### src/rtl/istd_pkg.sv
`timescale 1ns / 1ps
// Package: widths, register indexes, queue entry type and thump constants.
package istd_pkg;

  // Sample and register widths
  localparam int SAMPLE_W = 16;
  localparam int THRESH_W = 34;
  localparam int SQ_W     = 32;
  localparam int CFG_IDX_W = 2;

  // Motion window
  localparam int WINDOW_LEN = 5;
  localparam int WCNT_W     = $clog2(WINDOW_LEN + 1);

  // Decoupling queue between front and back
  localparam int QUEUE_DEPTH = 4;
  localparam int QPTR_W      = $clog2(QUEUE_DEPTH);
  localparam int QCNT_W      = $clog2(QUEUE_DEPTH + 1);

  // Register indexes
  localparam logic [CFG_IDX_W-1:0] REG_GYRO_OFFSET_X   = 2'd0;
  localparam logic [CFG_IDX_W-1:0] REG_GYRO_OFFSET_Y   = 2'd1;
  localparam logic [CFG_IDX_W-1:0] REG_GYRO_OFFSET_Z   = 2'd2;
  localparam logic [CFG_IDX_W-1:0] REG_MOTION_THRESHOLD = 2'd3;

  localparam logic [THRESH_W-1:0] THRESH_RESET = 34'd4034;

  // Stillness mode
  localparam logic [1:0] MODE_RESET = 2'd3;

  // Thump test: 25*a vs 26*prev and 24*prev (1.04 and 0.96 ratios)
  localparam int ACC_W = 22;
  localparam logic signed [ACC_W-1:0] THUMP_DEN = 22'sd25;
  localparam logic signed [ACC_W-1:0] THUMP_HI  = 22'sd26;
  localparam logic signed [ACC_W-1:0] THUMP_LO  = 22'sd24;

  // One classified sample moving from front to back
  typedef struct packed {
    logic                       moving;
    logic signed [SAMPLE_W-1:0] accel_z;
  } q_entry_t;

endpackage

### src/rtl/istd_in_if.sv
`timescale 1ns / 1ps
// Interface: input sample channel.
interface istd_in_if;
  import istd_pkg::*;

  logic                       valid;
  logic                       ready;
  logic signed [SAMPLE_W-1:0] gyro_x;
  logic signed [SAMPLE_W-1:0] gyro_y;
  logic signed [SAMPLE_W-1:0] gyro_z;
  logic signed [SAMPLE_W-1:0] accel_z;

  modport source (output valid, gyro_x, gyro_y, gyro_z, accel_z, input ready);
  modport sink   (input valid, gyro_x, gyro_y, gyro_z, accel_z, output ready);
endinterface

### src/rtl/istd_out_if.sv
`timescale 1ns / 1ps
// Interface: result channel.
interface istd_out_if;
  logic valid;
  logic ready;
  logic is_still;
  logic focus_changed;
  logic thump;

  modport source (output valid, is_still, focus_changed, thump, input ready);
  modport sink   (input valid, is_still, focus_changed, thump, output ready);
endinterface

### src/rtl/istd_front.sv
`timescale 1ns / 1ps
// Front: configuration registers, gyro squaring and motion classification.
module istd_front (
  input  logic                              clk,
  input  logic                              rst,
  input  logic                              cfg_we,
  input  logic [istd_pkg::CFG_IDX_W-1:0]    cfg_index,
  input  logic [istd_pkg::THRESH_W-1:0]     cfg_wdata,
  istd_in_if.sink                           in,
  output logic                              push,
  output istd_pkg::q_entry_t                push_data,
  input  logic                              q_full
);
  import istd_pkg::*;

  logic signed [SAMPLE_W-1:0] gyro_offset_x;
  logic signed [SAMPLE_W-1:0] gyro_offset_y;
  logic signed [SAMPLE_W-1:0] gyro_offset_z;
  logic [THRESH_W-1:0]        motion_threshold;

  logic                       sq_valid;
  logic [SQ_W-1:0]            sq_x;
  logic [SQ_W-1:0]            sq_y;
  logic [SQ_W-1:0]            sq_z;
  logic signed [SAMPLE_W-1:0] sq_accel;

  logic signed [SAMPLE_W:0]     diff_x;
  logic signed [SAMPLE_W:0]     diff_y;
  logic signed [SAMPLE_W:0]     diff_z;
  logic signed [2*SAMPLE_W+1:0] prod_x;
  logic signed [2*SAMPLE_W+1:0] prod_y;
  logic signed [2*SAMPLE_W+1:0] prod_z;
  logic [THRESH_W-1:0]          sum;
  logic                         advance;

  // Configuration writes
  always_ff @(posedge clk) begin
    if (rst) begin
      gyro_offset_x    <= '0;
      gyro_offset_y    <= '0;
      gyro_offset_z    <= '0;
      motion_threshold <= THRESH_RESET;
    end else if (cfg_we) begin
      case (cfg_index)
        REG_GYRO_OFFSET_X:    gyro_offset_x    <= cfg_wdata[SAMPLE_W-1:0];
        REG_GYRO_OFFSET_Y:    gyro_offset_y    <= cfg_wdata[SAMPLE_W-1:0];
        REG_GYRO_OFFSET_Z:    gyro_offset_z    <= cfg_wdata[SAMPLE_W-1:0];
        REG_MOTION_THRESHOLD: motion_threshold <= cfg_wdata;
        default: ;
      endcase
    end
  end

  // Offset removal and squaring; |diff| <= 65535 so the square fits 32 bits
  always_comb begin
    diff_x = {in.gyro_x[SAMPLE_W-1], in.gyro_x} - {gyro_offset_x[SAMPLE_W-1], gyro_offset_x};
    diff_y = {in.gyro_y[SAMPLE_W-1], in.gyro_y} - {gyro_offset_y[SAMPLE_W-1], gyro_offset_y};
    diff_z = {in.gyro_z[SAMPLE_W-1], in.gyro_z} - {gyro_offset_z[SAMPLE_W-1], gyro_offset_z};
    prod_x = diff_x * diff_x;
    prod_y = diff_y * diff_y;
    prod_z = diff_z * diff_z;
  end

  assign in.ready = !sq_valid || !q_full;
  assign advance  = in.valid && in.ready;
  assign push     = sq_valid && !q_full;

  // Square stage
  always_ff @(posedge clk) begin
    if (rst) begin
      sq_valid <= 1'b0;
    end else if (advance) begin
      sq_valid <= 1'b1;
    end else if (push) begin
      sq_valid <= 1'b0;
    end
  end

  always_ff @(posedge clk) begin
    if (advance) begin
      sq_x     <= prod_x[SQ_W-1:0];
      sq_y     <= prod_y[SQ_W-1:0];
      sq_z     <= prod_z[SQ_W-1:0];
      sq_accel <= in.accel_z;
    end
  end

  // Sum and threshold compare
  assign sum = THRESH_W'(sq_x) + THRESH_W'(sq_y) + THRESH_W'(sq_z);
  assign push_data.moving  = (sum > motion_threshold);
  assign push_data.accel_z = sq_accel;

  // A held square stage must not be overwritten while the queue is full
  assert property (@(posedge clk) disable iff (rst)
    (sq_valid && q_full) |=> (sq_valid && $stable(sq_accel)))
    else $error("front: stalled sample lost");
endmodule

### src/rtl/istd_queue.sv
`timescale 1ns / 1ps
// Queue: short FIFO of classified samples between front and back.
module istd_queue (
  input  logic               clk,
  input  logic               rst,
  input  logic               push,
  input  istd_pkg::q_entry_t push_data,
  input  logic               pop,
  output istd_pkg::q_entry_t head,
  output logic               full,
  output logic               empty
);
  import istd_pkg::*;

  q_entry_t            entries [QUEUE_DEPTH];
  logic [QPTR_W-1:0]   wr_ptr;
  logic [QPTR_W-1:0]   rd_ptr;
  logic [QCNT_W-1:0]   count;

  assign full  = (count == QCNT_W'(QUEUE_DEPTH));
  assign empty = (count == '0);
  assign head  = entries[rd_ptr];

  // Pointers and fill count
  always_ff @(posedge clk) begin
    if (rst) begin
      wr_ptr <= '0;
      rd_ptr <= '0;
      count  <= '0;
    end else begin
      if (push) begin
        wr_ptr <= (wr_ptr == QPTR_W'(QUEUE_DEPTH - 1)) ? '0 : wr_ptr + 1'b1;
      end
      if (pop) begin
        rd_ptr <= (rd_ptr == QPTR_W'(QUEUE_DEPTH - 1)) ? '0 : rd_ptr + 1'b1;
      end
      if (push && !pop) begin
        count <= count + 1'b1;
      end else if (pop && !push) begin
        count <= count - 1'b1;
      end
    end
  end

  // Storage
  always_ff @(posedge clk) begin
    if (push) begin
      entries[wr_ptr] <= push_data;
    end
  end

  assert property (@(posedge clk) disable iff (rst) !(push && full))
    else $error("queue: push while full");
  assert property (@(posedge clk) disable iff (rst) !(pop && empty))
    else $error("queue: pop while empty");
  assert property (@(posedge clk) disable iff (rst) count <= QCNT_W'(QUEUE_DEPTH))
    else $error("queue: count overflow");
endmodule

### src/rtl/istd_back.sv
`timescale 1ns / 1ps
// Back: motion window, stillness mode, thump test and result register.
module istd_back (
  input  logic               clk,
  input  logic               rst,
  input  istd_pkg::q_entry_t head,
  input  logic               empty,
  output logic               pop,
  istd_out_if.source         out
);
  import istd_pkg::*;

  logic [WINDOW_LEN-1:0]      window;
  logic [1:0]                 stillness_mode;
  logic signed [SAMPLE_W-1:0] last_accel_z;

  logic [WINDOW_LEN-1:0]      window_next;
  logic [WCNT_W-1:0]          ones;
  logic                       still;
  logic                       changed;
  logic                       evaluate;
  logic                       thump_hit;
  logic signed [ACC_W-1:0]    cur;
  logic signed [ACC_W-1:0]    hi;
  logic signed [ACC_W-1:0]    lo;

  assign pop = !empty && (!out.valid || out.ready);

  // Window shift and population count
  always_comb begin
    window_next = {window[WINDOW_LEN-2:0], head.moving};
    ones = '0;
    for (int i = 0; i < WINDOW_LEN; i++) begin
      ones = ones + WCNT_W'(window_next[i]);
    end
    still    = !(ones > WCNT_W'(stillness_mode));
    changed  = ({1'b0, still} != stillness_mode);
    evaluate = !changed && still;
  end

  // Thump test against the previous evaluated accel value
  always_comb begin
    cur       = ACC_W'(head.accel_z) * THUMP_DEN;
    hi        = ACC_W'(last_accel_z) * THUMP_HI;
    lo        = ACC_W'(last_accel_z) * THUMP_LO;
    thump_hit = (cur > hi) || (cur < lo);
  end

  // Detector state
  always_ff @(posedge clk) begin
    if (rst) begin
      window         <= '0;
      stillness_mode <= MODE_RESET;
      last_accel_z   <= '0;
    end else if (pop) begin
      window <= window_next;
      if (changed) begin
        stillness_mode <= {1'b0, still};
      end
      if (evaluate) begin
        last_accel_z <= head.accel_z;
      end
    end
  end

  // Result register
  always_ff @(posedge clk) begin
    if (rst) begin
      out.valid <= 1'b0;
    end else if (pop) begin
      out.valid <= 1'b1;
    end else if (out.ready) begin
      out.valid <= 1'b0;
    end
  end

  always_ff @(posedge clk) begin
    if (pop) begin
      out.is_still      <= still;
      out.focus_changed <= changed;
      out.thump         <= evaluate && thump_hit;
    end
  end

  assert property (@(posedge clk) disable iff (rst)
    out.valid |-> !(out.focus_changed && out.thump))
    else $error("back: thump reported on a focus change");
  assert property (@(posedge clk) disable iff (rst)
    (out.valid && out.thump) |-> out.is_still)
    else $error("back: thump reported while moving");
  assert property (@(posedge clk) disable iff (rst)
    $past(pop) |-> (stillness_mode != MODE_RESET))
    else $error("back: mode not settled after a sample");
endmodule

### src/rtl/imu_stillness_and_thump_detector_top.sv
`timescale 1ns / 1ps
// Top level: IMU stillness and thump detector.
//
//   channel  dir  beat payload                           handshake
//   in       in   gyro_x, gyro_y, gyro_z, accel_z        valid/ready
//   out      out  is_still, focus_changed, thump         valid/ready
//   cfg      in   cfg_index, cfg_wdata                   cfg_we, no back-pressure
//
// One sample per cycle while the queue is not full; a beat goes from the square stage
// at acceptance through a queue slot into the result register.
// A four-entry queue separates the squaring front from the window/mode back.
// Reset (rst, synchronous): offsets 0, threshold 4034, window clear, mode 3.
// in.ready drops only when the square stage holds a beat and the queue is full.
module imu_stillness_and_thump_detector_top (
  input  logic                           clk,
  input  logic                           rst,
  input  logic                           cfg_we,
  input  logic [istd_pkg::CFG_IDX_W-1:0] cfg_index,
  input  logic [istd_pkg::THRESH_W-1:0]  cfg_wdata,
  istd_in_if.sink                        in,
  istd_out_if.source                     out
);
  import istd_pkg::*;

  logic     push;
  q_entry_t push_data;
  logic     pop;
  q_entry_t head;
  logic     q_full;
  logic     q_empty;

  istd_front u_front (
    .clk       (clk),
    .rst       (rst),
    .cfg_we    (cfg_we),
    .cfg_index (cfg_index),
    .cfg_wdata (cfg_wdata),
    .in        (in),
    .push      (push),
    .push_data (push_data),
    .q_full    (q_full)
  );

  istd_queue u_queue (
    .clk       (clk),
    .rst       (rst),
    .push      (push),
    .push_data (push_data),
    .pop       (pop),
    .head      (head),
    .full      (q_full),
    .empty     (q_empty)
  );

  istd_back u_back (
    .clk   (clk),
    .rst   (rst),
    .head  (head),
    .empty (q_empty),
    .pop   (pop),
    .out   (out)
  );
endmodule

### src/flat_wrapper.sv
// flat-port wrapper written by rule: the top's interface ports become plain ports
module imu_stillness_and_thump_detector_top_flat import istd_pkg::*;
  (clk, rst, cfg_we, cfg_index, cfg_wdata, in_valid, in_gyro_x, in_gyro_y, in_gyro_z, in_accel_z, in_ready, out_valid, out_is_still, out_focus_changed, out_thump, out_ready);
  istd_in_if in_i ();
  istd_out_if out_i ();
  input  logic clk;
  input  logic rst;
  input  logic cfg_we;
  input  logic [istd_pkg::CFG_IDX_W-1:0] cfg_index;
  input  logic [istd_pkg::THRESH_W-1:0] cfg_wdata;
  input wire logic [$bits(in_i.valid)-1:0] in_valid;
  input wire logic [$bits(in_i.gyro_x)-1:0] in_gyro_x;
  input wire logic [$bits(in_i.gyro_y)-1:0] in_gyro_y;
  input wire logic [$bits(in_i.gyro_z)-1:0] in_gyro_z;
  input wire logic [$bits(in_i.accel_z)-1:0] in_accel_z;
  output wire logic [$bits(in_i.ready)-1:0] in_ready;
  output wire logic [$bits(out_i.valid)-1:0] out_valid;
  output wire logic [$bits(out_i.is_still)-1:0] out_is_still;
  output wire logic [$bits(out_i.focus_changed)-1:0] out_focus_changed;
  output wire logic [$bits(out_i.thump)-1:0] out_thump;
  input wire logic [$bits(out_i.ready)-1:0] out_ready;
  assign in_i.valid = in_valid;
  assign in_i.gyro_x = in_gyro_x;
  assign in_i.gyro_y = in_gyro_y;
  assign in_i.gyro_z = in_gyro_z;
  assign in_i.accel_z = in_accel_z;
  assign in_ready = in_i.ready;
  assign out_valid = out_i.valid;
  assign out_is_still = out_i.is_still;
  assign out_focus_changed = out_i.focus_changed;
  assign out_thump = out_i.thump;
  assign out_i.ready = out_ready;
  imu_stillness_and_thump_detector_top u_core (.clk(clk), .rst(rst), .cfg_we(cfg_we), .cfg_index(cfg_index), .cfg_wdata(cfg_wdata), .in(in_i), .out(out_i));
endmodule
### config.mk
export PLATFORM = sky130hd
export DESIGN_NAME = imu_stillness_and_thump_detector_top_flat
export DESIGN_NICKNAME = d
export VERILOG_FILES = /design/src/rtl/istd_pkg.sv /design/src/rtl/istd_in_if.sv /design/src/rtl/istd_out_if.sv /design/src/rtl/istd_front.sv /design/src/rtl/istd_queue.sv /design/src/rtl/istd_back.sv /design/src/rtl/imu_stillness_and_thump_detector_top.sv /design/src/flat_wrapper.sv
export SDC_FILE = /design/constraint.sdc
export NUM_CORES = 2
export LEC_CHECK = 0
export ABC_AREA = 1
export BUFFER_PORTS_ARGS = -buffer_cell sky130_fd_sc_hd__buf_2
export CAP_MARGIN = 20
export CORE_UTILIZATION = 60
export DETAILED_ROUTE_END_ITERATION = 10
export PLACE_DENSITY = 0.77
export SETUP_SLACK_MARGIN = 0.1
export SLEW_MARGIN = 20
export SYNTH_ARGS = -nofsm -noshare
export SYNTH_HDL_FRONTEND = slang
export SYNTH_HIERARCHICAL = 1
export SYNTH_SLANG_ARGS = --single-unit
export TNS_END_PERCENT = 10
### constraint.sdc
create_clock -name clk -period 11.45 [get_ports clk]
set_clock_uncertainty 0.05 [all_clocks]
set_input_delay 2.29 -clock clk [delete_from_list [all_inputs] [get_ports clk]]
set_output_delay 2.29 -clock clk [all_outputs]
set_load 0.01 [all_outputs]
==> flow_summary.yaml <==
yosys:
  synth.mux.area_fraction_pct: 0
  synth_compound_area_share_pct: 7.88
  netlist.area_leader.share_pct: 34.3
  synth_top_cells_by_area: "sky130_fd_sc_hd__fa_1 34%, sky130_fd_sc_hd__ha_1 12%, sky130_fd_sc_hd__edfxtp_1 11%, sky130_fd_sc_hd__inv_1 11%, sky130_fd_sc_hd__nand2_1 6.5%"
  synth_seq_area_share_pct: 15.5
  post_synth_and_or_nand_nor_area_fraction_pct: 14.1
  number_of_enable_type_register_cells_in_the_synthesized_netlist: 180
  synth_xor_xnor_area_share_pct: 3.81
  ys_warn_count: 6
  synth-async-reset-ratio_pct: 0
  synth-main-ff-cell: "sky130_fd_sc_hd__edfxtp_1"
  netlist_instances: 5806
  synth.largest_area_cell: "sky130_fd_sc_hd__fa_1"
  yosysUniqueCellTypes: 61
  synthAdderAreaFrac_pct: 46.6
  largest_family_of_logic_cells_by_synthesized_area: "adder cells"
  synth.ff_latch_count: 295
  synth_area_sq_um: 49800
  syn-mean-instance-area_sq_um: 8.58
timing:
  finalHoldViolCount: 0
  setup-tns-final_ns: 0
  rsz0062_at_grt: "false"
  highest_achievable_clock_rate_mhz: 104
  worst_pin_slew_ns: 1.01
  relSlewSlack_pct: 32.7
  layout_worst_path_cycle_share_pct: 84.0
  final_max_slew_viol_count: 0
  timing.final.setup_violations: 0
  period_minus_slack_ns: 9.61
  post-route-worst-setup-slack_ns: 1.84
placed_design:
  io_buffers: 109
  place_congestion: 0.980
  dp_hpwl_microns: 104000
  worst_slack_after_detailed_placement_ns: 1.33
  dp.cells: 6932
clock_tree:
  post-cts-setup-buffer-count: 0
  post_cts_gate_resize_count: 0
  cts_hold_buffers: 0
  clock_latency_ns: 0.57
  clock_tree.htree_level_count: 2
  clock_sinks: 295
  clockRootBuffer: "sky130_fd_sc_hd__clkbuf_16"
  cts-root-to-sink-buffers: 3
  clock_transition_at_the_registers_of_the_reported_paths_ns: 0.06
  tritoncts_clock_tree: "yes"
  cts_inserted_buffers: 36
worst_setup_path:
  critical-path-slowest-cell: "sky130_fd_sc_hd__xor2_2"
  setup.worst_path.class: "primary input to register"
  critical_path_buf_inv_count: 8
  worst-endpoint-required_ns: 11.70
  end_kind: "register"
  cpLargestDelayFamily: "adder cells"
  worst_stage_delay_on_the_critical_path_ns: 0.72
  critical_path.startpoint_type: "primary input"
  critical_path.max_fanout: 14
  cp_data_arrival_time_ns: 9.86
die:
  fp-row-count: 105
  initial_util_pct: 60.6
  die_width_microns: 290
  design.core.area_sq_um: 82100
  die_area_sq_um: 84100
  ios: 110
  die_h_microns: 290
global_route:
  layer_carrying_the_most_global_route_usage: "met2"
  grt_util_all_layers_pct: 30.9
  routing_usage_on_met1_pct: 41.4
  grt_remaining_overflow: 0
  grt_pass1_wl_microns: 206000
  first_global_vias: 40000
  grt.met3_usage_pct: 4.10
  initial_antenna_violation_count: 7
  grt_start_max_net_pins: 69
  grtUsageMet2_pct: 50.8
route:
  routed_wl_microns: 126000
  via_density_per_instance: 5.49
  dr.pass1.iters: 6
  ant_nets: 0
  num_vias: 38500
  drcViolationCount: 0
  drtIter0Drc: 2827
  wl_per_cell_microns: 17.9
finish:
  utilization_pct: 64.2
  layout.cells.non_filler: 7003
  fin_nets: 7347
  final_layout_size_suffix_gt1_share_pct: 6.02
  layout-area-overhead-vs-synth_pct: 5.85
job:
  cap_viol_max_count: 0
status:
  outcome: "completed"
min_path:
  min-delay-path-class: "register to register"
## metrics by stage
step	hold slack [ns]	instance area (sq um)
floorplan	0.377	49800
global placement	0.395	51500
detailed placement	0.403	51500
CTS	0.413	52700
global route	0.424	52700
finish	0.408	52700
## synthesized netlist by cell type (4+ instances only)
cell type                     n
sky130_fd_sc_hd__nand2_2     24
sky130_fd_sc_hd__nor4_1       6
sky130_fd_sc_hd__fa_1       854
sky130_fd_sc_hd__nand3_2     11
sky130_fd_sc_hd__a211oi_1     7
sky130_fd_sc_hd__a21oi_1    335
sky130_fd_sc_hd__a221oi_1     4
sky130_fd_sc_hd__clkinv_1     5
sky130_fd_sc_hd__o21ai_1     21
sky130_fd_sc_hd__inv_2       38
sky130_fd_sc_hd__xor2_1     115
sky130_fd_sc_hd__o21ai_2     12
sky130_fd_sc_hd__buf_2       25
sky130_fd_sc_hd__a31oi_1      9
sky130_fd_sc_hd__buf_4        6
sky130_fd_sc_hd__a21boi_0     8
sky130_fd_sc_hd__nand3b_1     9
sky130_fd_sc_hd__nor3b_1      4
sky130_fd_sc_hd__ha_1       488
sky130_fd_sc_hd__o21a_1       8
sky130_fd_sc_hd__xnor2_1     70
sky130_fd_sc_hd__xor2_2      11
sky130_fd_sc_hd__clkbuf_1    53
sky130_fd_sc_hd__inv_1     1432
sky130_fd_sc_hd__buf_6       10
sky130_fd_sc_hd__nand2_1    859
sky130_fd_sc_hd__nor2_4       7
sky130_fd_sc_hd__a21o_1      23
sky130_fd_sc_hd__nor2_2      18
sky130_fd_sc_hd__o211ai_1     4
sky130_fd_sc_hd__o31ai_1      5
sky130_fd_sc_hd__o21ai_0    217
sky130_fd_sc_hd__a21oi_2      7
sky130_fd_sc_hd__dfxtp_1    115
sky130_fd_sc_hd__or2_2       10
sky130_fd_sc_hd__o21bai_1    17
sky130_fd_sc_hd__nor3_1      35
sky130_fd_sc_hd__o22ai_1     17
sky130_fd_sc_hd__and3_1       5
sky130_fd_sc_hd__nor2_1     505
sky130_fd_sc_hd__nand4_1     41
sky130_fd_sc_hd__edfxtp_1   180
sky130_fd_sc_hd__nand3_1    148
## registers in the layout, summed over array words and instances, names as in the netlist, named ones only
register,count
u_core/u_back/out.thump,1
u_core/u_back/last_accel_z,16
u_core/u_queue/count,3
u_core/u_queue/entries,68
u_core/u_front/gyro_offset_z,16
u_core/u_back/window,4
u_core/u_back/out.is_still,1
u_core/u_front/gyro_offset_y,16
u_core/u_queue/wr_ptr,2
u_core/u_back/out.focus_changed,1
u_core/u_back/out.valid,1
u_core/u_front/gyro_offset_x,16
u_core/u_front/sq_z,31
u_core/u_front/sq_x,31
u_core/u_front/sq_y,31
u_core/u_back/stillness_mode,2
u_core/u_front/sq_accel,16
u_core/u_queue/rd_ptr,2
u_core/u_front/sq_valid,1
u_core/u_front/motion_threshold,34
## placed cells by master (no fill, tap or decap), drive strengths merged, types with 41 or more instances in the layout
| master | n |
|---|---|
| fa | 854 |
| buf | 149 |
| xnor2 | 71 |
| nand4 | 41 |
| nand2 | 883 |
| clkbuf | 49 |
| dfxtp | 115 |
| xor2 | 129 |
| nand3 | 159 |
| o21ai | 250 |
| inv | 1474 |
| nor2 | 530 |
| a21oi | 343 |
| ha | 488 |
| edfxtp | 180 |
## routing by layer
metal	share of wire (%)	wire length (microns)	vias up
met4	4.7	5880	0
met1	41	51000	18800
met3	7.9	9920	305
li1	-	-	17900
met2	47	58700	1451
met5	0	0	-
## final cells by class
type	count	area (sq um)
Antenna cell	7	17.5
Clock buffer	49	980
Clock inverter	15	194
Fill cell	6782	29400
Inverter	1476	5540
Multi-Input combinational cell	3942	36100
Sequential cell	295	7710
Tap cell	1070	1340
Timing Repair Buffer	149	846
## worst register-to-register path, delay by kind of cell (launching register included)
| family | cells | cell delay [ns] |
|---|---|---|
| xor+xnor | 2 | 0.86 |
| simple gates | 10 | 1.81 |
| buf+inv | 6 | 0.30 |
| flops | 1 | 0.33 |
| compound gates | 3 | 0.45 |
| fa+ha+maj | 9 | 4.02 |
## logic make-up (layout without fill, tap and decap cells)
family | count (synthesis) | count (layout)
DFF | 295 | 295
adders and majority gates | 1342 | 1342
and+or+nand+nor | 1689 | 1689
xor gates and xnor gates | 200 | 200
AOI/OAI and AO/OA | 708 | 708
buffers and inverters | 1570 | 1689
other | 2 | 10
## worst paths after layout
path | start | to | slack [ns] | cells after the start
setup / recovery | in_gyro_y[0] | u_core/u_front/sq_y[26] | 1.84 | 32
hold reg to reg | u_core/u_front/gyro_offset_x[15] | u_core/u_front/gyro_offset_x[15] | 0.41 | 2
hold / removal | u_core/u_front/gyro_offset_x[15] | u_core/u_front/gyro_offset_x[15] | 0.41 | 2
setup reg to reg | u_core/u_front/gyro_offset_y[0] | u_core/u_front/sq_y[26] | 3.35 | 30
Power is not shown: default switching activity piles up to over one toggle a cycle in this logic, so the estimate is an artifact.
